### config.mk
export PLATFORM = sky130hd
export DESIGN_NAME = sai_pos_enc
export DESIGN_NICKNAME = d
export VERILOG_FILES = /design/src/sai_pkg.sv /design/src/sai_pos_enc.sv
export SDC_FILE = /design/constraint.sdc
export NUM_CORES = 1
export LEC_CHECK = 0
export BUFFER_PORTS_ARGS = -buffer_cell sky130_fd_sc_hd__buf_4
export CORE_UTILIZATION = 25
export DETAILED_ROUTE_END_ITERATION = 7
export GPL_TIMING_DRIVEN = 0
export MAX_ROUTING_LAYER = met4
export PLACE_DENSITY_LB_ADDON = 0.3
export SLEW_MARGIN = 5
export SYNTH_ARGS = -nofsm -noshare
export SYNTH_HDL_FRONTEND = slang
export SYNTH_SLANG_ARGS = --single-unit
### constraint.sdc
create_clock -name vclk -period 2.2
set_clock_uncertainty 0.1 [all_clocks]
set_input_delay 0.22 -clock vclk [all_inputs]
set_output_delay 0.22 -clock vclk [all_outputs]
set_load 0.02 [all_outputs]
### src/sai_pkg.sv
// sai_pkg: shared constants and types for the sorted array insert/search block
// no dependencies; imported by every module in src
package sai_pkg;

  localparam int CAPACITY = 64;
  localparam int DATA_W   = 32;
  localparam int POS_W    = 7;
  // wide enough to hold the entry count, which reaches CAPACITY itself
  localparam int CNT_W    = $clog2(CAPACITY + 1);

  localparam logic OP_INSERT = 1'b0;
  localparam logic OP_SEARCH = 1'b1;

  // what one cell hands to its right-hand neighbour
  typedef struct packed {
    logic                     valid;
    logic signed [DATA_W-1:0] data;
    logic                     flag;   // entry sits before the key
  } sai_link_t;

endpackage

### src/sai_pos_enc.sv
// sai_pos_enc: turns the boundary marker of the chain into an index and found flag
// depends on sai_pkg
module sai_pos_enc
  import sai_pkg::*;
(
  input  logic [CAPACITY-1:0] onehot,
  input  logic [CAPACITY-1:0] hit,
  output logic [CNT_W-1:0]    index,
  output logic                match
);

  always_comb begin
    index = '0;
    match = 1'b0;
    for (int i = 0; i < CAPACITY; i++) begin
      if (onehot[i]) begin
        index = index | CNT_W'(i);
      end
      match = match | (onehot[i] & hit[i]);
    end
    // every slot holds an entry before the key
    if (onehot == '0) begin
      index = CNT_W'(CAPACITY);
    end
  end

endmodule

==> Flow_metrics.wiki, run 1 <==
{| class="wikitable"
! Metric !! Value
|-
| Last weighted congestion value of the routability-driven placer || 0.9480
|-
| Routed wire length || 4.771 mm
|-
| Rel. slew slack || 62.75%
|-
| Placeable Area || 0.002455 mm2
|-
| Library cell occupying the most area in the post-synthesis netlist || sky130_fd_sc_hd__a221oi_1
|-
| Leading cell types by total area after synthesis || sky130_fd_sc_hd__a221oi_1, sky130_fd_sc_hd__a22o_1, sky130_fd_sc_hd__nor4_1
|-
| Share of post-route cells with drive strength above 1 || 63.20%
|-
| Final count of pins violating max slew || 0
|-
| Standby leakage power || 0.0007940 uW
|-
| Internal Pwr Total || 186.5 uW
|-
| Overall die width || 52.92 um
|-
| Net Sw Frac || 34.76%
|-
| Pre-CTS setup slack || -144.5 ps
|-
| Effective utilization at floorplan || 26.40%
|-
| Fin nets || 361
|-
| Endpoints failing setup || 1
|-
| Critical path peak fanout || 2
|-
| Fraction of synthesized cell area taken by the top area cell type || 21.62%
|-
| Synth Area per Inst || 6.895 um2
|-
| Worst hold-check path type || primary input to output port
|-
| Final routed DRC violation total || 0
|-
| Die area || 0.002800 mm2
|-
| Nature of the critical path startpoint || primary input
|-
| Tcrit/Tclk final || 100.6%
|-
| CP cell instances || buf_8 > or4_4 > or3_4 > or4_4 > buf_6
|-
| CLK BUF || 0
|-
| Overall global routing resource usage || 34.91%
|-
| Die Ht || 52.92 um
|-
| Seq cells || 0
|-
| Critical Path Most Common Cell || sky130_fd_sc_hd__or4_4
|-
| Failing checks || setup timing
|-
| Detail-routed net length per standard cell || 18.28 um
|-
| Vias in the first global route || 1499
|-
| Count of cells along the worst hold path || 4
|-
| Floorplan row count || 18
|-
| Most frequent cells in the layout || sky130_fd_sc_hd__buf_4, sky130_fd_sc_hd__nor4_1, sky130_fd_sc_hd__a221oi_1
|-
| Max IR drop VDD || 0.0001513 V
|-
| Reported max-cap violation count || 0
|-
| First-pass DRT Iterations || 4
|-
| Initial DRC count || 48
|-
| Count of cell instances traversed by the critical path || 5
|-
| Footprint of the multi-input gates || 666.9 um2
|-
| Worst EP required || 1880 ps
|-
| RSZ-0062 raised after global routing || yes
|-
| Vias per std cell || 6.107
|-
| PD cells || 163.6 mW/mm2
|-
| Distinct cell type count after synthesis || 15
|-
| Worst Setup End Kind || output port
|-
| Clk pwr share || 0%
|-
| Number of hold buffers added after CTS || 0
|-
| Sum of buffers and inverters on the critical path || 2
|-
| Fmax achieved || 451.7 MHz
|-
| Flip-flop and latch area || 0 um2
|-
| Status || finished with violations
|-
| Top-level I/O count || 136
|-
| Yosys warnings || 0
|-
| PnR worst setup slack || -13.73 ps
|-
| Leading cell type in the layout, fill and taps excluded || sky130_fd_sc_hd__buf_4
|-
| Sw Pwr || 99.37 uW
|-
| Slowest cell delay on critical path || 550 ps
|-
| Synthesized area || 648.1 um2
|-
| Transition at the pin with the smallest max-transition slack || 553.6 ps
|-
| Register area share after synthesis || 0%
|-
| Final ANT Viol Nets || 0
|-
| Cells after Synth || 94
|-
| Total gr overflow || 0
|-
| Worst path slowest cell || sky130_fd_sc_hd__or4_4
|-
| Area grow syn2layout || 169.7%
|-
| Post-layout util || 71.20%
|-
| Arrival @ worst endpoint || 1890 ps
|-
| Family of cells with the greatest summed delay on the critical path || simple AND/OR/NAND/NOR gates
|-
| Min cycle time layout || 2214 ps
|-
| Number of antenna violations at the first check in global routing || 0
|-
| Final Hold Vio Count || 0
|-
| Worst Setup Path Type || primary input to output port
|-
| Wire length of the first global-routing pass || 6.927 mm
|-
| Fraction of power consumed by combinational cells || 100.0%
|-
| IO buf count || 136
|-
| Fillcell total || 210
|-
| Count of inserted antenna diode cells || 0
|-
| Share of total power in sequential cells || 0%
|-
| Maximum number of pins on one net before global-route repair || 5
|-
| Post-Syn Nets || 222
|-
| Vias || 1594
|}
-- metal layers --
metal	share of wire, %	routed length [um]	up-vias	GRT usage (%)
met5	0	0	-	-
met4	1.9	90	0	7.018
met3	9.4	448	8	3.736
met2	53	2540	99	63.92
met1	35	1692	759	40.74
li1	-	-	728	-
-- power groups by stage --
stage               combinational (uW)  sequential, uW  clock [uW]
floorplan                         53.1               0           0
global placement                   274               0           0
detailed placement                 277               0           0
CTS                                282               0           0
global route                       303               0           0
finish                             286               0           0
-- synthesized netlist by cell type --
library cell / instances
sky130_fd_sc_hd__a22o_1: 15
sky130_fd_sc_hd__a22o_2: 1
sky130_fd_sc_hd__or3_1: 4
sky130_fd_sc_hd__nor3_1: 4
sky130_fd_sc_hd__or2_2: 1
sky130_fd_sc_hd__or4_4: 1
sky130_fd_sc_hd__a221oi_1: 16
sky130_fd_sc_hd__or3_2: 1
sky130_fd_sc_hd__nor3_2: 1
sky130_fd_sc_hd__nor4_1: 20
sky130_fd_sc_hd__nor2_1: 6
sky130_fd_sc_hd__or4_1: 7
sky130_fd_sc_hd__nand4_1: 8
sky130_fd_sc_hd__nand2_1: 7
sky130_fd_sc_hd__nand3_1: 2
-- path summary, 6_finish.rpt --
path,to,startpoint
max,index[2],onehot[55]
min,index[1],onehot[26]
-- tightest hold or removal path: stages --
cell                      delay, ps
sky130_fd_sc_hd__buf_4           90
sky130_fd_sc_hd__nor4_1          40
sky130_fd_sc_hd__nand4_1         60
sky130_fd_sc_hd__buf_4          140
-- logic make-up after synthesis --
family             count (synthesis)  share of synthesized area, %
and+or+nand+nor                   62                         56.57
AOI/OAI and AO/OA                 32                         43.44
-- stage by stage --
stage               hold WS [ps]  total power [uW]  TNS, ps  area (um2)  cells
floorplan                  494.8             53.13        0       648.1     94
global placement           671.8             273.6   -189.9        1707    260
detailed placement         670.8             277.4   -220.4        1707    260
CTS                        674.2             281.9   -188.8        1734    261
global route               693.1             303.4   -65.39        1748    261
finish                     679.6             285.9   -13.73        1748    261
-- repair_timing --
action,in CTS,in global routing
pin swaps,4,2
buffers inserted,1,0
endpoints found under the setup margin,2,3
resized for setup,5,3
-- cell type report --
cell class / instances / area share, %
multi-input combinational: 94 / 38.15
tap: 30 / 2.147
timing repair buffer: 137 / 59.70
(Power assumes the default switching activity.)
==> run 2, diff against run 1 <==
--- a/config.mk
+++ b/config.mk
@@ -9,8 +9,8 @@
 export CORE_UTILIZATION = 25
 export DETAILED_ROUTE_END_ITERATION = 7
 export GPL_TIMING_DRIVEN = 0
-export MAX_ROUTING_LAYER = met4
 export PLACE_DENSITY_LB_ADDON = 0.3
+export REMOVE_ABC_BUFFERS = 1
 export SLEW_MARGIN = 5
 export SYNTH_ARGS = -nofsm -noshare
 export SYNTH_HDL_FRONTEND = slang
==> Flow_metrics.wiki, run 2 (synthesized netlist as in run 1, its figures left out) <==
{| class="wikitable"
! Metric !! Value
|-
| Status || finished with violations
|-
| Failing checks || setup timing
|-
| Most frequent cells in the layout || sky130_fd_sc_hd__buf_4, sky130_fd_sc_hd__nor4_1, sky130_fd_sc_hd__a221oi_1
|-
| Fin nets || 361
|-
| Share of post-route cells with drive strength above 1 || 63.20%
|-
| PnR worst setup slack || -7.174 ps
|-
| Die area || 0.002800 mm2
|-
| Tcrit/Tclk final || 100.3%
|-
| Summed area of non-filler cells in the final layout || 0.001748 mm2
|-
| Arrival @ worst endpoint || 1890 ps
|-
| CP cell instances || buf_8 > or4_4 > or3_4 > or4_4 > buf_6
|-
| Final ANT Viol Nets || 0
|-
| Max IR drop VDD || 0.0001427 V
|-
| Critical path peak fanout || 2
|-
| Final hold slack || 716.5 ps
|-
| Capture point of the worst path || index[2]
|-
| Leading cell type in the layout, fill and taps excluded || sky130_fd_sc_hd__buf_4
|-
| Min cycle time layout || 2207 ps
|-
| CLK BUF || 0
|-
| Final routed DRC violation total || 0
|-
| Endpoints failing setup || 2
|-
| Worst hold path startpoint || onehot[26]
|-
| Effective utilization at floorplan || 26.40%
|-
| Number of hold buffers added after CTS || 0
|-
| Number of antenna violations at the first check in global routing || 0
|-
| Count of inserted antenna diode cells || 0
|-
| Vias in the first global route || 1568
|-
| Overall die width || 52.92 um
|-
| Total gr overflow || 0
|-
| Initial DRC count || 79
|-
| Die Ht || 52.92 um
|-
| Fmax achieved || 453.1 MHz
|-
| Worst Setup Path Type || primary input to output port
|-
| Critical Path Source || onehot[55]
|-
| Count of cell instances traversed by the critical path || 5
|-
| RSZ-0062 raised after global routing || yes
|-
| PD cells || 165.7 mW/mm2
|-
| Transition at the pin with the smallest max-transition slack || 687.9 ps
|-
| Family of cells with the greatest summed delay on the critical path || simple AND/OR/NAND/NOR gates
|-
| Standby leakage power || 0.0007940 uW
|-
| Standard cell area after detailed placement || 0.001707 mm2
|-
| Critical Path Most Common Cell || sky130_fd_sc_hd__or4_4
|-
| Detail-routed net length per standard cell || 18.99 um
|-
| Post-layout util || 71.20%
|-
| Slowest cell delay on critical path || 540 ps
|-
| Nature of the critical path startpoint || primary input
|-
| Area grow syn2layout || 169.7%
|-
| Worst path slowest cell || sky130_fd_sc_hd__or4_4
|-
| Top-level I/O count || 136
|-
| Worst EP required || 1880 ps
|-
| Sum of buffers and inverters on the critical path || 2
|-
| Reported max-cap violation count || 0
|-
| Wire length of the first global-routing pass || 6.906 mm
|-
| Placeable Area || 0.002455 mm2
|-
| Worst hold-check path type || primary input to output port
|-
| Floorplan row count || 18
|-
| Routed wire length || 4.957 mm
|-
| First-pass DRT Iterations || 4
|-
| Vias || 1606
|-
| Sum Neg Setup Slack || -12.28 ps
|-
| Seq cells || 0
|-
| IO buf count || 136
|-
| Overall global routing resource usage || 33.93%
|-
| Half-perimeter wire length of the detailed placement result || 4.446 mm
|-
| Final Hold Vio Count || 0
|-
| Flip-flop and latch area || 0 um2
|-
| Maximum number of pins on one net before global-route repair || 5
|-
| Rel. slew slack || 53.72%
|-
| Last weighted congestion value of the routability-driven placer || 0.9211
|-
| Worst Setup End Kind || output port
|-
| Final count of pins violating max slew || 0
|-
| Vias per std cell || 6.153
|}
-- run 2: cell counts in the layout (fill, tap and decap cells not counted) --
No cell type changed its count.
-- run 2: timing repair --
item                       in CTS  in global routing
pin swaps                       4                  2
setup buffers                   1                  0
setup endpoints to repair       2                  4
gates resized for setup         5                  3
-- run 2: how the worst min path moves through the flow --
stage,to,cells past startpoint,slack [ps]
after floorplan,index[6],2,490
after global placement,index[1],4,670
after detailed placement,index[0],4,680
after CTS,index[0],4,680
after global routing,index[1],4,710
final,index[1],4,720
-- run 2: routing by layer --
layer	vias up	share of wire [%]	global-route usage [%]
met5	-	0	0
met4	0	1.8	5.702
met3	11	10	7.759
met2	113	53	64.56
met1	759	35	38.05
li1	723	-	-
-- run 2: stage by stage --
| step | power, uW | std cells | worst slack [ps] |
|---|---|---|---|
| 2_1_floorplan | 53.13 | 94 | 20.92 |
| 3_3_place_gp | 273.2 | 260 | -134.0 |
| 3_5_place_dp | 279.1 | 260 | -148.4 |
| 4_1_cts | 283.8 | 261 | -108.9 |
| 5_1_grt | 304.7 | 261 | -40.43 |
| 6_report | 289.6 | 261 | -7.174 |
-- run 2: tightest hold or removal path: cells and delay by family --
kind | cells | cell delay, ps
buffers and inverters | 2 | 240
and+or+nand+nor | 2 | 140
-- run 2: final cells by class --
cell class	count	area [um2]
Tap cell	30	37.54
Multi-Input combinational cell	94	666.9
Timing Repair Buffer	137	1044
Fill cell	211	706.9
-- run 2: power breakdown --
part	total (uW)	switching, uW	internal [uW]
clock	0	0	0
sequential	0	0	0
combinational	290	103	187
==> run 3, diff against run 2 <==
--- a/config.mk
+++ b/config.mk
@@ -6,7 +6,8 @@
 export NUM_CORES = 1
 export LEC_CHECK = 0
 export BUFFER_PORTS_ARGS = -buffer_cell sky130_fd_sc_hd__buf_4
-export CORE_UTILIZATION = 25
+export CORE_MARGIN = 4
+export CORE_UTILIZATION = 23
 export DETAILED_ROUTE_END_ITERATION = 7
 export GPL_TIMING_DRIVEN = 0
 export PLACE_DENSITY_LB_ADDON = 0.3
==> constraint.sdc (replaced) <==
create_clock -name vclk -period 2
set_clock_uncertainty 0.1 [all_clocks]
set_input_delay 0.2 -clock vclk [all_inputs]
set_output_delay 0.2 -clock vclk [all_outputs]
set_load 0.02 [all_outputs]
==> Flow_metrics.wiki, run 3 (synthesized netlist as in run 1, its figures left out) <==
{| class="wikitable"
! Metric !! Value
|-
| Failing checks || setup timing
|-
| Standby leakage power || 0.0008000 uW
|-
| IO buf count || 136
|-
| Sum of buffers and inverters on the critical path || 2
|-
| Critical path peak fanout || 2
|-
| Seq cells || 0
|-
| Clk pwr share || 0%
|-
| Area grow syn2layout || 174.7%
|-
| Fillcell total || 241
|-
| Die Ht || 61.09 um
|-
| Final ANT Viol Nets || 0
|-
| Count of inserted antenna diode cells || 0
|-
| Transition at the pin with the smallest max-transition slack || 606.0 ps
|-
| Worst Setup End Kind || output port
|-
| Placeable Area || 0.002590 mm2
|-
| Fmax achieved || 454.7 MHz
|-
| Effective utilization at floorplan || 25.02%
|-
| Total gr overflow || 0
|-
| Fraction of power consumed by combinational cells || 100.0%
|-
| Vias per std cell || 5.969
|-
| Leading cell type in the layout, fill and taps excluded || sky130_fd_sc_hd__buf_4
|-
| Nature of the critical path startpoint || primary input
|-
| Internal Pwr Total || 206.9 uW
|-
| Vias in the first global route || 1659
|-
| Status || finished with violations
|-
| Critical Path Most Common Cell || sky130_fd_sc_hd__or4_4
|-
| Half-perimeter wire length of the detailed placement result || 5.037 mm
|-
| PD cells || 179.4 mW/mm2
|-
| Worst hold-check path type || primary input to output port
|-
| PnR worst setup slack || -199.0 ps
|-
| Worst EP required || 1700 ps
|-
| Overall global routing resource usage || 28.54%
|-
| DP Cell Count || 260
|-
| Die area || 0.003731 mm2
|-
| Top-level I/O count || 136
|-
| Endpoints failing setup || 4
|-
| Final Hold Vio Count || 0
|-
| Final count of pins violating max slew || 0
|-
| Most frequent cells in the layout || sky130_fd_sc_hd__buf_4, sky130_fd_sc_hd__nor4_1, sky130_fd_sc_hd__a22o_1, sky130_fd_sc_hd__a221oi_1, sky130_fd_sc_hd__nand4_1
|-
| Slowest cell delay on critical path || 540 ps
|-
| Tcrit/Tclk final || 110.0%
|-
| Fin nets || 361
|-
| Rel. slew slack || 59.23%
|-
| Detail-routed net length per standard cell || 20.76 um
|-
| Net Sw Frac || 35.21%
|-
| Overall die width || 61.09 um
|-
| Wire length of the first global-routing pass || 7.852 mm
|-
| CP cell instances || buf_8 > or4_4 > or3_4 > or4_4 > nor3_2 > buf_4
|-
| Last weighted congestion value of the routability-driven placer || 0.9316
|-
| Initial DRC count || 77
|-
| Standard cell area after detailed placement || 0.001707 mm2
|-
| Worst Setup Path Type || primary input to output port
|-
| Final routed DRC violation total || 0
|-
| Worst path slowest cell || sky130_fd_sc_hd__or4_4
|-
| RSZ-0062 raised after global routing || yes
|-
| First-pass DRT Iterations || 4
|-
| Min cycle time layout || 2199 ps
|-
| Number of antenna violations at the first check in global routing || 0
|-
| Vias || 1558
|-
| Share of total power in sequential cells || 0%
|-
| Sw Pwr || 112.4 uW
|-
| Maximum number of pins on one net before global-route repair || 5
|-
| Max IR drop VDD || 0.0001490 V
|-
| Number of hold buffers added after CTS || 0
|-
| Summed area of non-filler cells in the final layout || 0.001780 mm2
|-
| Routed wire length || 5.419 mm
|-
| Floorplan row count || 18
|-
| Family of cells with the greatest summed delay on the critical path || simple AND/OR/NAND/NOR gates
|-
| Arrival @ worst endpoint || 1900 ps
|-
| Reported max-cap violation count || 0
|-
| Flip-flop and latch area || 0 um2
|-
| CLK BUF || 0
|-
| Post-layout instance count excluding filler cells || 261
|-
| Share of post-route cells with drive strength above 1 || 64.50%
|}
-- run 3: power by group through the flow --
stage / clock network [uW] / logic, uW / registers (uW)
finish: 0 / 319 / 0
global placement: 0 / 304 / 0
floorplan: 0 / 58.4 / 0
detailed placement: 0 / 305 / 0
CTS: 0 / 312 / 0
global route: 0 / 344 / 0
-- run 3: tightest hold or removal path, stage by stage --
cell and delay, ps:
sky130_fd_sc_hd__buf_4 100, sky130_fd_sc_hd__nor4_1 40, sky130_fd_sc_hd__nand4_1 80, sky130_fd_sc_hd__buf_4 150
-- run 3: metal layers --
metal  part of all wire (%)  track usage [%]  vias to the layer above
li1                       -                -                      729
met1                     34            33.21                      711
met2                     50            50.45                      110
met3                     14            10.27                        8
met4                    1.6            5.263                        0
met5                      0                0                        -
-- run 3: through the flow --
step                      utilization (%)  setup slack, ps  hold slack, ps  setup TNS, ps  power [uW]
after floorplan                         -           -139.1           454.8         -139.1       58.45
after global placement              65.89           -323.3           647.8         -752.0       304.0
after detailed placement            65.89           -330.0           640.0         -785.7       305.0
after CTS                           67.39           -282.7           644.2         -616.5       312.0
after global routing                68.74           -242.1           664.3         -619.8       343.6
final                               68.74           -199.0           672.4         -520.1       319.4
-- run 3: what timing repair did --
action,in CTS,in global routing
pin swaps,4,2
setup endpoints to repair,5,6
gates resized for setup,7,6
endpoints found under the hold margin,0,0
buffers inserted,1,0
-- run 3: area by class of cell --
class                      count  area [um2]  area share [%]
tap                           30       37.54           2.108
multi-input combinational     94       695.7           39.07
timing repair buffer         137        1047           58.82
-- run 3: worst paths after layout --
path,from,end,slack [ps],depth (start not counted)
setup / recovery,onehot[55],index[6],-200,6
hold / removal,onehot[6],index[1],670,4
