File: config.mk
export PLATFORM = sky130hd
export DESIGN_NAME = sai_cell
export DESIGN_NICKNAME = d
export VERILOG_FILES = /design/src/sai_pkg.sv /design/src/sai_cell.sv
export SDC_FILE = /design/constraint.sdc
export NUM_CORES = 1
export LEC_CHECK = 0
export ABC_AREA = 1
export BUFFER_PORTS_ARGS = -buffer_cell sky130_fd_sc_hd__buf_4
export CAP_MARGIN = 20
export CORE_ASPECT_RATIO = 1.1
export CORE_MARGIN = 2
export CORE_UTILIZATION = 43
export CTS_BUF_LIST = sky130_fd_sc_hd__clkbuf_4 sky130_fd_sc_hd__clkbuf_8 sky130_fd_sc_hd__clkbuf_16
export DETAILED_ROUTE_END_ITERATION = 12
export PLACE_DENSITY = 0.79
export SYNTH_ARGS = -nofsm -noshare
export SYNTH_HDL_FRONTEND = slang
export SYNTH_SLANG_ARGS = --single-unit
export TNS_END_PERCENT = 10
File: constraint.sdc
create_clock -name clk -period 2.2 [get_ports clk]
set_clock_uncertainty 0.15 [all_clocks]
set_input_delay 0 -clock clk [delete_from_list [all_inputs] [get_ports clk]]
set_output_delay 0 -clock clk [all_outputs]
set_load 0.03 [all_outputs]
File: src/sai_pkg.sv
// sai_pkg: shared constants and types for the sorted array insert/search block
// no dependencies; imported by every module in src
package sai_pkg;

  localparam int CAPACITY = 64;
  localparam int DATA_W   = 32;
  localparam int POS_W    = 7;
  // wide enough to hold the entry count, which reaches CAPACITY itself
  localparam int CNT_W    = $clog2(CAPACITY + 1);

  localparam logic OP_INSERT = 1'b0;
  localparam logic OP_SEARCH = 1'b1;

  // what one cell hands to its right-hand neighbour
  typedef struct packed {
    logic                     valid;
    logic signed [DATA_W-1:0] data;
    logic                     flag;   // entry sits before the key
  } sai_link_t;

endpackage

File: src/sai_cell.sv
// sai_cell: one slot of the sorted chain, compares against the key and shifts
// depends on sai_pkg
module sai_cell
  import sai_pkg::*;
(
  input  logic                     clk,
  input  logic                     rst,
  input  logic                     cmp_en,
  input  logic                     shift_en,
  input  logic                     op,
  input  logic signed [DATA_W-1:0] key,
  input  sai_link_t                prev,
  output sai_link_t                link,
  output logic                     onehot,
  output logic                     hit
);

  logic                     valid;
  logic signed [DATA_W-1:0] data;
  logic                     flag;
  logic                     eq;
  logic                     ahead;

  // insert goes after equal entries, search stops at the first equal one
  assign ahead = (op == OP_SEARCH) ? (data < key) : (data <= key);

  always_ff @(posedge clk) begin
    if (rst) begin
      valid <= 1'b0;
      flag  <= 1'b0;
      eq    <= 1'b0;
    end else begin
      if (cmp_en) begin
        flag <= valid & ahead;
        eq   <= valid & (data == key);
      end
      if (shift_en && !flag) begin
        if (prev.flag) begin
          valid <= 1'b1;
          data  <= key;
        end else begin
          valid <= prev.valid;
          data  <= prev.data;
        end
      end
    end
  end

  // first slot whose entry is not before the key
  assign onehot = !flag & prev.flag;
  assign hit    = eq;
  assign link   = '{valid: valid, data: data, flag: flag};

endmodule

==> results.md, run 1 <==
* Status: complete, no violations
* Starting density of the core at 0.440
* Post_cts resized at 0
* Slew margin rel. at 0.721
* Crit path launch type: flip-flop
* Grt total ovfl at 0
* Clock Latency Late Sink at 290 ps
* Clk buf depth at 2
* Max-cap viol count at 0
* RSZ-0062 raised after global routing: false
* Most frequent CP cell: nand2_1
* Pwr dens at 491 mW/mm^2
* Final WL at 7.15 mm
* Fin crit period at 1890 ps
* H-Tree Level Count at 2
* Yosys warns at 0
* Reg2Reg Setup Slack at 310 ps
* Worst path arrival time at 1980 ps
* DRC viols at 0
* CORE AREA at 0.00533 mm^2
* Vias at 2471
* Least-Margin Pin Slew at 418 ps
* Routability Congestion at 0.780
* CTS Buf Count at 5
* Post-Synth Simple-Gate Area at 0.176
* Data required, critical path at 2280 ps
* Adder-cell share of the synthesized area at 0.171
* Die area at 0.00605 mm^2
* Rows at 28
* Port Buf Inserts at 106
* Synth Area in Compound Gates at 0.126
* Antenna-violating nets left at 0
* Util after Layout at 0.760
* Area Overhead vs Synth at 72.7%
* HPWL after detailed placement at 4.66 mm
* XOR/XNOR Fraction of Synth Area at 0
* Max-slew violations at 0
* Hold EP: valid
* Syn Nets at 375
* Cell variety after synth at 24
* Worst R2R Path Depth at 9
* Crit path capture type: flip-flop
* Period utilisation layout at 0.860
* CP bufs+invs at 0
* Critical path's top delay family: simple AND/OR/NAND/NOR gates
* DR iter-0 viols at 68
* EDFF count, synth at 32
* Most used routing layer in global routing: met2
* Final setup fails at 0
* Crit Path Max Fanout at 3
* Main flop type after synthesis: edfxtp_1
* Reg clk slew, reported paths at 80 ps
* Fill count at 408
* Antenna violations before repair at 0
* DRT Pass-1 Iters at 4
* All-Layer GR Usage at 0.244
* Final Hold Viols at 0
* Post-Synthesis Cells at 272
* Storage element area at 0.00102 mm^2
* Hold path depth at 6
* Total negative slack at 0 ps
* Sink Count at 35
* Peak supply drop at 0.000352 V
* Min-delay src: shift_en
* First-pass GRT wire length at 11.4 mm
* Crit-path max cell delay at 400 ps
* Largest net degree at the start of global routing at 25
* Vias/cell at 4.71
* Ports at 107
* Crit path cell chain: ha_1 > nand2_1 > nor2_1 > nand4_1 > nor4_4 > nand2_1 > nand3_1 > nand2_1 > a21oi_2
* Vias in the first global route at 2623
* Worst R2R Start: data[23]
* Async SR Flop Fraction at 0
* Static Leak at 2.04 nW
* Post-DR wirelength/cell at 13.6 um
* Ant diodes at 0
* Die width at 74.4 um
* Met3 GRT Util at 0.0496
* Crit Path Class: reg2reg
* Post-Syn Area at 0.00234 mm^2
* Largest family of logic cells by synthesized area: simple AND/OR/NAND/NOR gates
* Fmax at 528 MHz
* CTS tree: built
* Share of cells above drive strength 1 at 0.289
* HP Class: in2reg
* Met1 Use GR at 0.257
* R2r endpoint: flag
* Mux share of post-synthesis cell area at 0
* Slowest cell on crit path: edfxtp_1
* Fin nets at 552
* Flops & latches, synth at 35
* Footprint of the multi-input gates at 0.00111 mm^2
* Met2 usage at 0.473
* Mean Syn Cell Area at 8.61 um^2
* Root buffer cell: clkbuf_8
* Post-synthesis sequential area ratio at 0.436
* Die span in y at 81.4 um
[tightest hold or removal path: stages]
cell and delay [ps]:
buf_4 80, inv_1 30, nor2_1 110, inv_1 90, nand2_1 60, a21oi_1 60
[synth_stat cells (3+ instances only)]
cell	n	area share
inv_2	3	0.0048
ha_1	32	0.17
a21oi_1	16	0.034
o21ai_0	13	0.028
dfxtp_1	3	0.026
edfxtp_1	32	0.41
o21ai_1	22	0.047
nand3_1	4	0.0085
nor2_1	9	0.014
clkbuf_1	6	0.0096
inv_1	44	0.071
nand2_1	72	0.12
[worst max path at each step]
stage,from,endpoint,slack (ps),depth (start not counted)
2_1_floorplan,data[31],flag,240,9
3_3_place_gp,data[23],flag,360,9
3_5_place_dp,data[23],flag,320,9
4_1_cts,data[23],flag,300,9
5_1_grt,data[23],flag,110,9
6_report,data[23],flag,310,9
[where the power goes]
group	internal (mW)	switching, mW	total [mW]
sequential	0.770	0.0197	0.789
combinational	0.307	0.276	0.583
clock	0.367	0.245	0.612
[final cells by class]
| cell class | count | share of cell area |
|---|---|---|
| Multi-Input combinational cell | 182 | 0.276 |
| Clock inverter | 2 | 0.00866 |
| Tap cell | 75 | 0.0232 |
| Sequential cell | 35 | 0.252 |
| Clock buffer | 6 | 0.0204 |
| Timing Repair Buffer | 178 | 0.376 |
| Inverter | 47 | 0.0436 |
[cells by family after synthesis]
family          after synthesis
compound gates               56
fa+ha+maj                    32
simple gates                 94
flops                        35
buf+inv                      55
[registers in the layout, summed over array words and instances (netlist names)]
signal	flops
data	32
flag	1
hit	1
valid	1
[per-layer routing]
metal / up-vias / part of all wire
met5: - / 0
met4: 0 / 0.018
met3: 15 / 0.048
met2: 75 / 0.54
met1: 1131 / 0.39
li1: 1250 / -
[cell usage in the layout (no fill, tap or decap), drive strengths merged]
cell type and instances:
nand4 2, a21o 2, nor3b 1, a21oi 17, nand3 4, o21a 2, nor2 11, dlygate4sd3 69
ha 32, edfxtp 32, dfxtp 3, bufinv 1, clkbuf 6, buf 109, nor4 1, clkinv 1
o21ai 35, inv 47, nand2 75
[metrics by stage]
stage	area, um^2	setup slack [ps]	instances	hold WS, ps	power (mW)
floorplan	2340	239	272	-87.6	1.05
global placement	3240	358	448	60.0	1.24
detailed placement	3240	325	448	62.6	1.26
CTS	4050	305	525	15.1	1.98
global route	4050	112	525	68.0	2.08
finish	4050	307	525	25.4	1.98
[what timing repair did]
action,CTS,global route
hold buffers,69,0
setup buffers,0,0
hold endpoints to repair,47,0
Note: power is estimated with default switching activity, not from simulation.
==> run 2: changes to the inputs <==
--- a/config.mk
+++ b/config.mk
@@ -10,10 +10,10 @@
 export CAP_MARGIN = 20
 export CORE_ASPECT_RATIO = 1.1
 export CORE_MARGIN = 2
-export CORE_UTILIZATION = 43
+export CORE_UTILIZATION = 47
 export CTS_BUF_LIST = sky130_fd_sc_hd__clkbuf_4 sky130_fd_sc_hd__clkbuf_8 sky130_fd_sc_hd__clkbuf_16
 export DETAILED_ROUTE_END_ITERATION = 12
-export PLACE_DENSITY = 0.79
+export PLACE_DENSITY = 0.82
 export SYNTH_ARGS = -nofsm -noshare
 export SYNTH_HDL_FRONTEND = slang
 export SYNTH_SLANG_ARGS = --single-unit
==> constraint.sdc (replaced) <==
create_clock -name clk -period 1.9 [get_ports clk]
set_clock_uncertainty 0.15 [all_clocks]
set_input_delay 0 -clock clk [delete_from_list [all_inputs] [get_ports clk]]
set_output_delay 0 -clock clk [all_outputs]
set_load 0.03 [all_outputs]
==> run 2 against run 1 <==
- the run now ends with negative setup slack left
- sequential power up 16%
- first-iteration DRC count up 110%
- combinational power grew 25%
- final area is 2.0% higher
- hold slack gained 27 ps
- final cell count fell by 2.7%
- wire length up 15%
- critical path depth did not move
- non-clock buffer count up 6
- utilization grew 12 points
- setup slack got worse by 410 ps
- fmax shrank 5.4%
- critical endpoint unchanged
- highest routed layer unchanged
==> results.md, run 2 (synthesis results as in run 1) <==
* Final Hold Viols at 0 (unchanged)
* Storage element area at 0.00102 mm^2 (unchanged)
* Total Power at 2.32 mW (+17%)
* CTS tree: built
* CP bufs+invs at 0 (unchanged)
* Vias in the first global route at 2691 (+2.6%)
* Post-DR wirelength/cell at 16.1 um (+18%)
* Largest net degree at the start of global routing at 65 (+160%)
* Comb pwr share at 0.315 (+0.021)
* Starting density of the core at 0.497 (+0.0567)
* CORE AREA at 0.00472 mm^2 (-11%)
* Vias/cell at 5.20 (+11%)
* Period utilisation layout at 1.05 (+0.193)
* RSZ-0062 raised after global routing: true
* Vias at 2659 (+7.6%)
* Final worst slack at -101 ps (-408 ps)
* Data required, critical path at 1980 ps (-300 ps)
* Grt total ovfl at 0 (unchanged)
* Crit-path max cell delay at 480 ps (+80 ps)
* Sw frac at 0.280 (+0.00740)
* Final WL at 8.20 mm (+15%)
* R2r endpoint: flag
* Worst R2R Path Depth at 9 (unchanged)
* Root buffer cell: clkbuf_8
* Clock power share at 0.289 (-0.019)
* Seq pwr share at 0.396 (-0.002)
* Hold Slack at 52.1 ps (+26.7 ps)
* Rows at 26 (-7.1%)
* Sink Count at 35 (unchanged)
* Most common cell after layout, fill and taps aside: buf_4
* Fin nets at 558 (+1.1%)
* Most frequent cells in the layout: buf_4, nand2_1, dlygate4sd3_1, inv_1, edfxtp_1
* Crit Path Class: reg2reg
* Die area at 0.00557 mm^2 (-8.1%)
* Die span in y at 78.0 um (-4.1%)
* Final Non-Filler Cells at 511 (-2.7%)
* Area Overhead vs Synth at 76.2%
* Status: finished, violations left
* Critical path depth at 9 (unchanged)
* Reg clk slew, reported paths at 70 ps (about the same)
* HP Class: in2reg
* HPWL after detailed placement at 4.42 mm (-5.0%)
* Antenna-violating nets left at 0 (unchanged)
* Share of cells above drive strength 1 at 0.314 (+0.0254)
* Peak supply drop at 0.000400 V (+14%)
* Die width at 71.3 um (-4.1%)
* Static Leak at 2.07 nW (+1.4%)
* Least-Margin Pin Slew at 276 ps (-141 ps)
* Slowest cell on crit path: edfxtp_1
* Max-cap viol count at 0 (unchanged)
* Routability Congestion at 0.799 (+2.4%)
* Critical path's top delay family: simple AND/OR/NAND/NOR gates
* Internal at 1.67 mW (+16%)
* Number of flip-flops in the largest register at 32 (unchanged)
* Antenna violations before repair at 0 (unchanged)
* Crit Path Max Fanout at 3 (unchanged)
* DRC viols at 0 (unchanged)
* Biggest register: data
* Worst path arrival time at 2080 ps (+100 ps)
* Crit path cell chain: ha_4 > nand2_4 > nor2_4 > nand4_1 > nor4_4 > nand2_1 > nand3_1 > nand2_1 > a21oi_2
* Min-delay src: shift_en
* Fmax at 500 MHz (-5.4%)
* Placed cells at 429 (-4.2%)
* H-Tree Level Count at 2 (unchanged)
* Clk buf depth at 2 (unchanged)
* Crit path capture type: flip-flop
* Footprint of the multi-input gates at 0.00119 mm^2 (+6.4%)
* Ant diodes at 0 (unchanged)
* All-Layer GR Usage at 0.272 (+0.0289)
* Ports at 107 (unchanged)
* Worst R2R Start: data[23]
* DRT Pass-1 Iters at 4 (unchanged)
* Max-slew violations at 0 (unchanged)
* Pwr dens at 562 mW/mm^2 (+15%)
* DR iter-0 viols at 144 (+110%)
* Final setup fails at 1 (+1)
* Hold path depth at 6 (unchanged)
* Most frequent CP cell: nand2_1
* Reg2Reg Setup Slack at -100 ps (-410 ps)
* Slew margin rel. at 0.816 (+0.0950)
* Switching Power at 0.649 mW (+20%)
* Failing checks: negative setup slack
* First-pass GRT wire length at 12.0 mm (+5.5%)
* Hold EP: valid
* Fin crit period at 2000 ps (+108 ps)
* Fill count at 239 (-41%)
* Clock Latency Late Sink at 290 ps (about the same)
* CTS Buf Count at 5 (unchanged)
* Port Buf Inserts at 106 (unchanged)
* Crit path launch type: flip-flop
## run 2: cell count changes in the layout (fill, tap and decap cells not counted), moves of 2 or more
cell / before / now
ha_1: 32 / 28
ha_4: 0 / 4
buf_4: 108 / 114
nand2_1: 72 / 70
## run 2: cell type report
cell class	instances	share of cell area
inverters	47	0.0428
clock inverters	1	0.00728
clock buffers	6	0.0185
multi-input cells	182	0.287
well taps	56	0.0170
flip-flops and latches	35	0.247
repair buffers	184	0.380
## run 2: power by group through the flow
stage | registers, mW | logic (mW) | clock network, mW
final | 0.919 | 0.731 | 0.670
after CTS | 0.914 | 0.662 | 0.673
after global placement | 0.927 | 0.511 | 0
after global routing | 0.922 | 0.789 | 0.702
after detailed placement | 0.931 | 0.522 | 0
after floorplan | 0.997 | 0.224 | 0
## run 2: metrics by stage
stage	util	area, um^2	worst slack [ps]	TNS, ps
floorplan	-	2340	-61.4	-61.4
global placement	0.681	3210	53.5	0
detailed placement	0.681	3210	-12.4	-12.4
CTS	0.852	4020	3.89	0
global route	0.875	4130	-193	-273
finish	0.875	4130	-101	-101
## run 2: worst max-delay path by stage
| stage | from | endpoint | slack [ps] |
|---|---|---|---|
| final | data[23] | flag | -100 |
| after CTS | data[23] | flag | 4 |
| after floorplan | data[31] | flag | -60 |
| after global routing | data[19] | flag | -190 |
| after global placement | data[23] | flag | 50 |
| after detailed placement | data[23] | flag | -10 |
## run 2: per-layer routing
| layer | vias up | share of wire | GRT usage |
|---|---|---|---|
| li1 | 1264 | - | - |
| met1 | 1221 | 0.36 | 0.296 |
| met2 | 144 | 0.53 | 0.518 |
| met3 | 30 | 0.068 | 0.0552 |
| met4 | 0 | 0.041 | 0.0887 |
| met5 | - | 0 | 0 |
## run 2: worst reg2reg max path, cell delays in order, from the launching register on
cell      delay [ps]
edfxtp_1         480
ha_4             340
nand2_4           60
nor2_4           110
nand4_1          150
nor4_4           320
nand2_1           80
nand3_1           90
nand2_1           60
a21oi_2          100
## run 2: repair_timing
action	in CTS	in global routing
hold buffers	69	0
setup endpoints to repair	1	2
pin swaps	1	7
hold endpoints to repair	35	0
setup buffers	1	5
resized for setup	1	9
==> run 3: changes to the inputs <==
==> constraint.sdc (replaced) <==
create_clock -name clk -period 1.9 [get_ports clk]
set_clock_uncertainty 0.15 [all_clocks]
set_input_delay 0.475 -clock clk [delete_from_list [all_inputs] [get_ports clk]]
set_output_delay 0.475 -clock clk [all_outputs]
set_load 0.03 [all_outputs]
==> run 3 against run 2 <==
- critical path depth stayed put
- global-route usage is 5.8 points lower
- flip-flop and latch count stayed put
- via count is 17% lower
- sequential share of layout area is 4.1 points higher
- final cell count is 11% lower
- die area stayed put
- highest routed layer unchanged
- the flow still finishes with violations (negative setup slack)
- power is 13% lower
==> results.md, run 3 (synthesis results as in run 1) <==
* Status: finished, violations left
* Failing checks: negative setup slack
* CTS tree: built
* Fin area at 0.00353 mm^2 (-14%)
* Vias at 2219 (-17%)
* Most common cell after layout, fill and taps aside: buf_4
* Worst R2R Start: data[15]
* Die width at 71.3 um (unchanged)
* Rows at 26 (unchanged)
* Antenna violations before repair at 0 (unchanged)
* Fmax at 511 MHz (+2.2%)
* Total Power at 2.01 mW (-13%)
* CTS Buf Count at 5 (unchanged)
* Port Buf Inserts at 106 (unchanged)
* Fin crit period at 1960 ps (-43.7 ps)
* Period utilisation layout at 1.03 (-0.0230)
* Worst path arrival time at 2030 ps (-50 ps)
* Sink Count at 35 (unchanged)
* First-pass GRT wire length at 9.55 mm (-20%)
* Worst R2R Path Depth at 9 (unchanged)
* Hold EP: flag
* Reg clk slew, reported paths at 70 ps (about the same)
* Root buffer cell: clkbuf_8
* Data required, critical path at 1970 ps (about the same)
* Final worst slack at -57.2 ps (+43.7 ps)
* Least-Margin Pin Slew at 312 ps (+36.1 ps)
* Crit Path Class: reg2reg
* Ports at 107 (unchanged)
* All-Layer GR Usage at 0.214 (-0.0582)
* Final setup fails at 1 (unchanged)
* Grt total ovfl at 0 (unchanged)
* HPWL after detailed placement at 4.60 mm (+4.0%)
* Reg2Reg Setup Slack at -60 ps (+40 ps)
* Die span in y at 78.0 um (unchanged)
* H-Tree Level Count at 2 (unchanged)
* Crit Path Max Fanout at 2 (-1)
* Most frequent cells in the layout: buf_4, nand2_1, inv_1, edfxtp_1, ha_1
* HP Class: in2reg
* RSZ-0062 raised after global routing: true
* Fill count at 345 (+44%)
* Final Hold Viols at 0 (unchanged)
* Antenna-violating nets left at 0 (unchanged)
* Peak supply drop at 0.000350 V (-12%)
* Biggest register: data
* Clk buf depth at 2 (unchanged)
* Number of flip-flops in the largest register at 32 (unchanged)
* DR iter-0 viols at 97 (-33%)
* Hold path depth at 2 (-4)
* Max-cap viol count at 0 (unchanged)
* Slew margin rel. at 0.792 (-0.0241)
* R2r endpoint: flag
* Crit path capture type: flip-flop
* Min-delay src: rst
* Routability Congestion at 0.787 (-1.5%)
* Pwr dens at 570 mW/mm^2 (+1.4%)
* Ant diodes at 0 (unchanged)
* Hold Slack at 249 ps (+196 ps)
* Fin nets at 503 (-9.9%)
* Area Overhead vs Synth at 50.9%
* Share of cells above drive strength 1 at 0.392 (+0.0772)
* Crit path launch type: flip-flop
* Max-slew violations at 0 (unchanged)
* Final WL at 5.84 mm (-29%)
* Static Leak at 1.83 nW (-11%)
* CORE AREA at 0.00472 mm^2 (unchanged)
* Vias/cell at 4.86 (-6.7%)
* DRC viols at 0 (unchanged)
* Vias in the first global route at 2244 (-17%)
* Die area at 0.00557 mm^2 (unchanged)
* Clock Latency Late Sink at 280 ps (about the same)
* Largest net degree at the start of global routing at 33 (-49%)
* Area after DPL at 0.00333 mm^2 (+3.5%)
* Starting density of the core at 0.497 (unchanged)
* Post-DR wirelength/cell at 12.8 um (-20%)
* DRT Pass-1 Iters at 4 (unchanged)
## run 3: how the worst max path moves through the flow
| stage | to | slack [ps] | from | cells past startpoint |
|---|---|---|---|---|
| 4_1_cts | flag | -80 | data[21] | 9 |
| 3_5_place_dp | flag | -330 | key[23] | 11 |
| 5_1_grt | flag | -190 | data[23] | 12 |
| 3_3_place_gp | flag | -180 | key[23] | 11 |
| 2_1_floorplan | flag | -60 | data[31] | 9 |
| 6_report | flag | -60 | data[15] | 9 |
## run 3: where the power goes
part	switching [mW]	internal, mW	leakage, nW	total (mW)
Combinational	0.302	0.282	1.46	0.583
Sequential	0.0231	0.892	0.327	0.915
Clock	0.253	0.264	0.0437	0.517
## run 3: worst max-delay path: stages (launching register included)
cell and delay, ps:
edfxtp_1 420, ha_1 320, nand2_1 70, nor2_1 150, nand2_1 130, nor4_4 300, nand2_1 90, nand3_1 100
nand2_1 70, a21oi_2 100
## run 3: what timing repair did
action,4_1_cts,5_1_grt
hold buffers,0,0
resized for setup,8,8
setup endpoints to repair,2,2
buffers inserted,4,1
pin swaps,10,11
## run 3: layout make-up
cell class	instances	area, um^2	area share
sequential	35	1020	0.289
tap	56	70.1	0.0198
multi-input combinational	182	1190	0.336
inverter	47	176	0.0499
clock buffer	6	76.3	0.0216
timing repair buffer	129	996	0.282
clock inverter	2	7.51	0.00212
## run 3: stage by stage
step	setup WS (ps)	std cells	util	setup TNS [ps]
after floorplan	-61.4	272	-	-61.4
after global placement	-179	444	0.705	-339
after detailed placement	-333	444	0.705	-605
after CTS	-81.5	456	0.739	-96.5
after global routing	-186	457	0.749	-279
final	-57.2	457	0.749	-57.2
## run 3: metal layers
layer | routed length, um | up-vias | global-route usage | share of wire
li1 | - | 1155 | - | -
met1 | 2370 | 978 | 0.248 | 0.41
met2 | 3010 | 78 | 0.390 | 0.52
met3 | 384 | 8 | 0.0501 | 0.066
met4 | 73 | 0 | 0.0604 | 0.013
met5 | 0 | - | 0 | 0
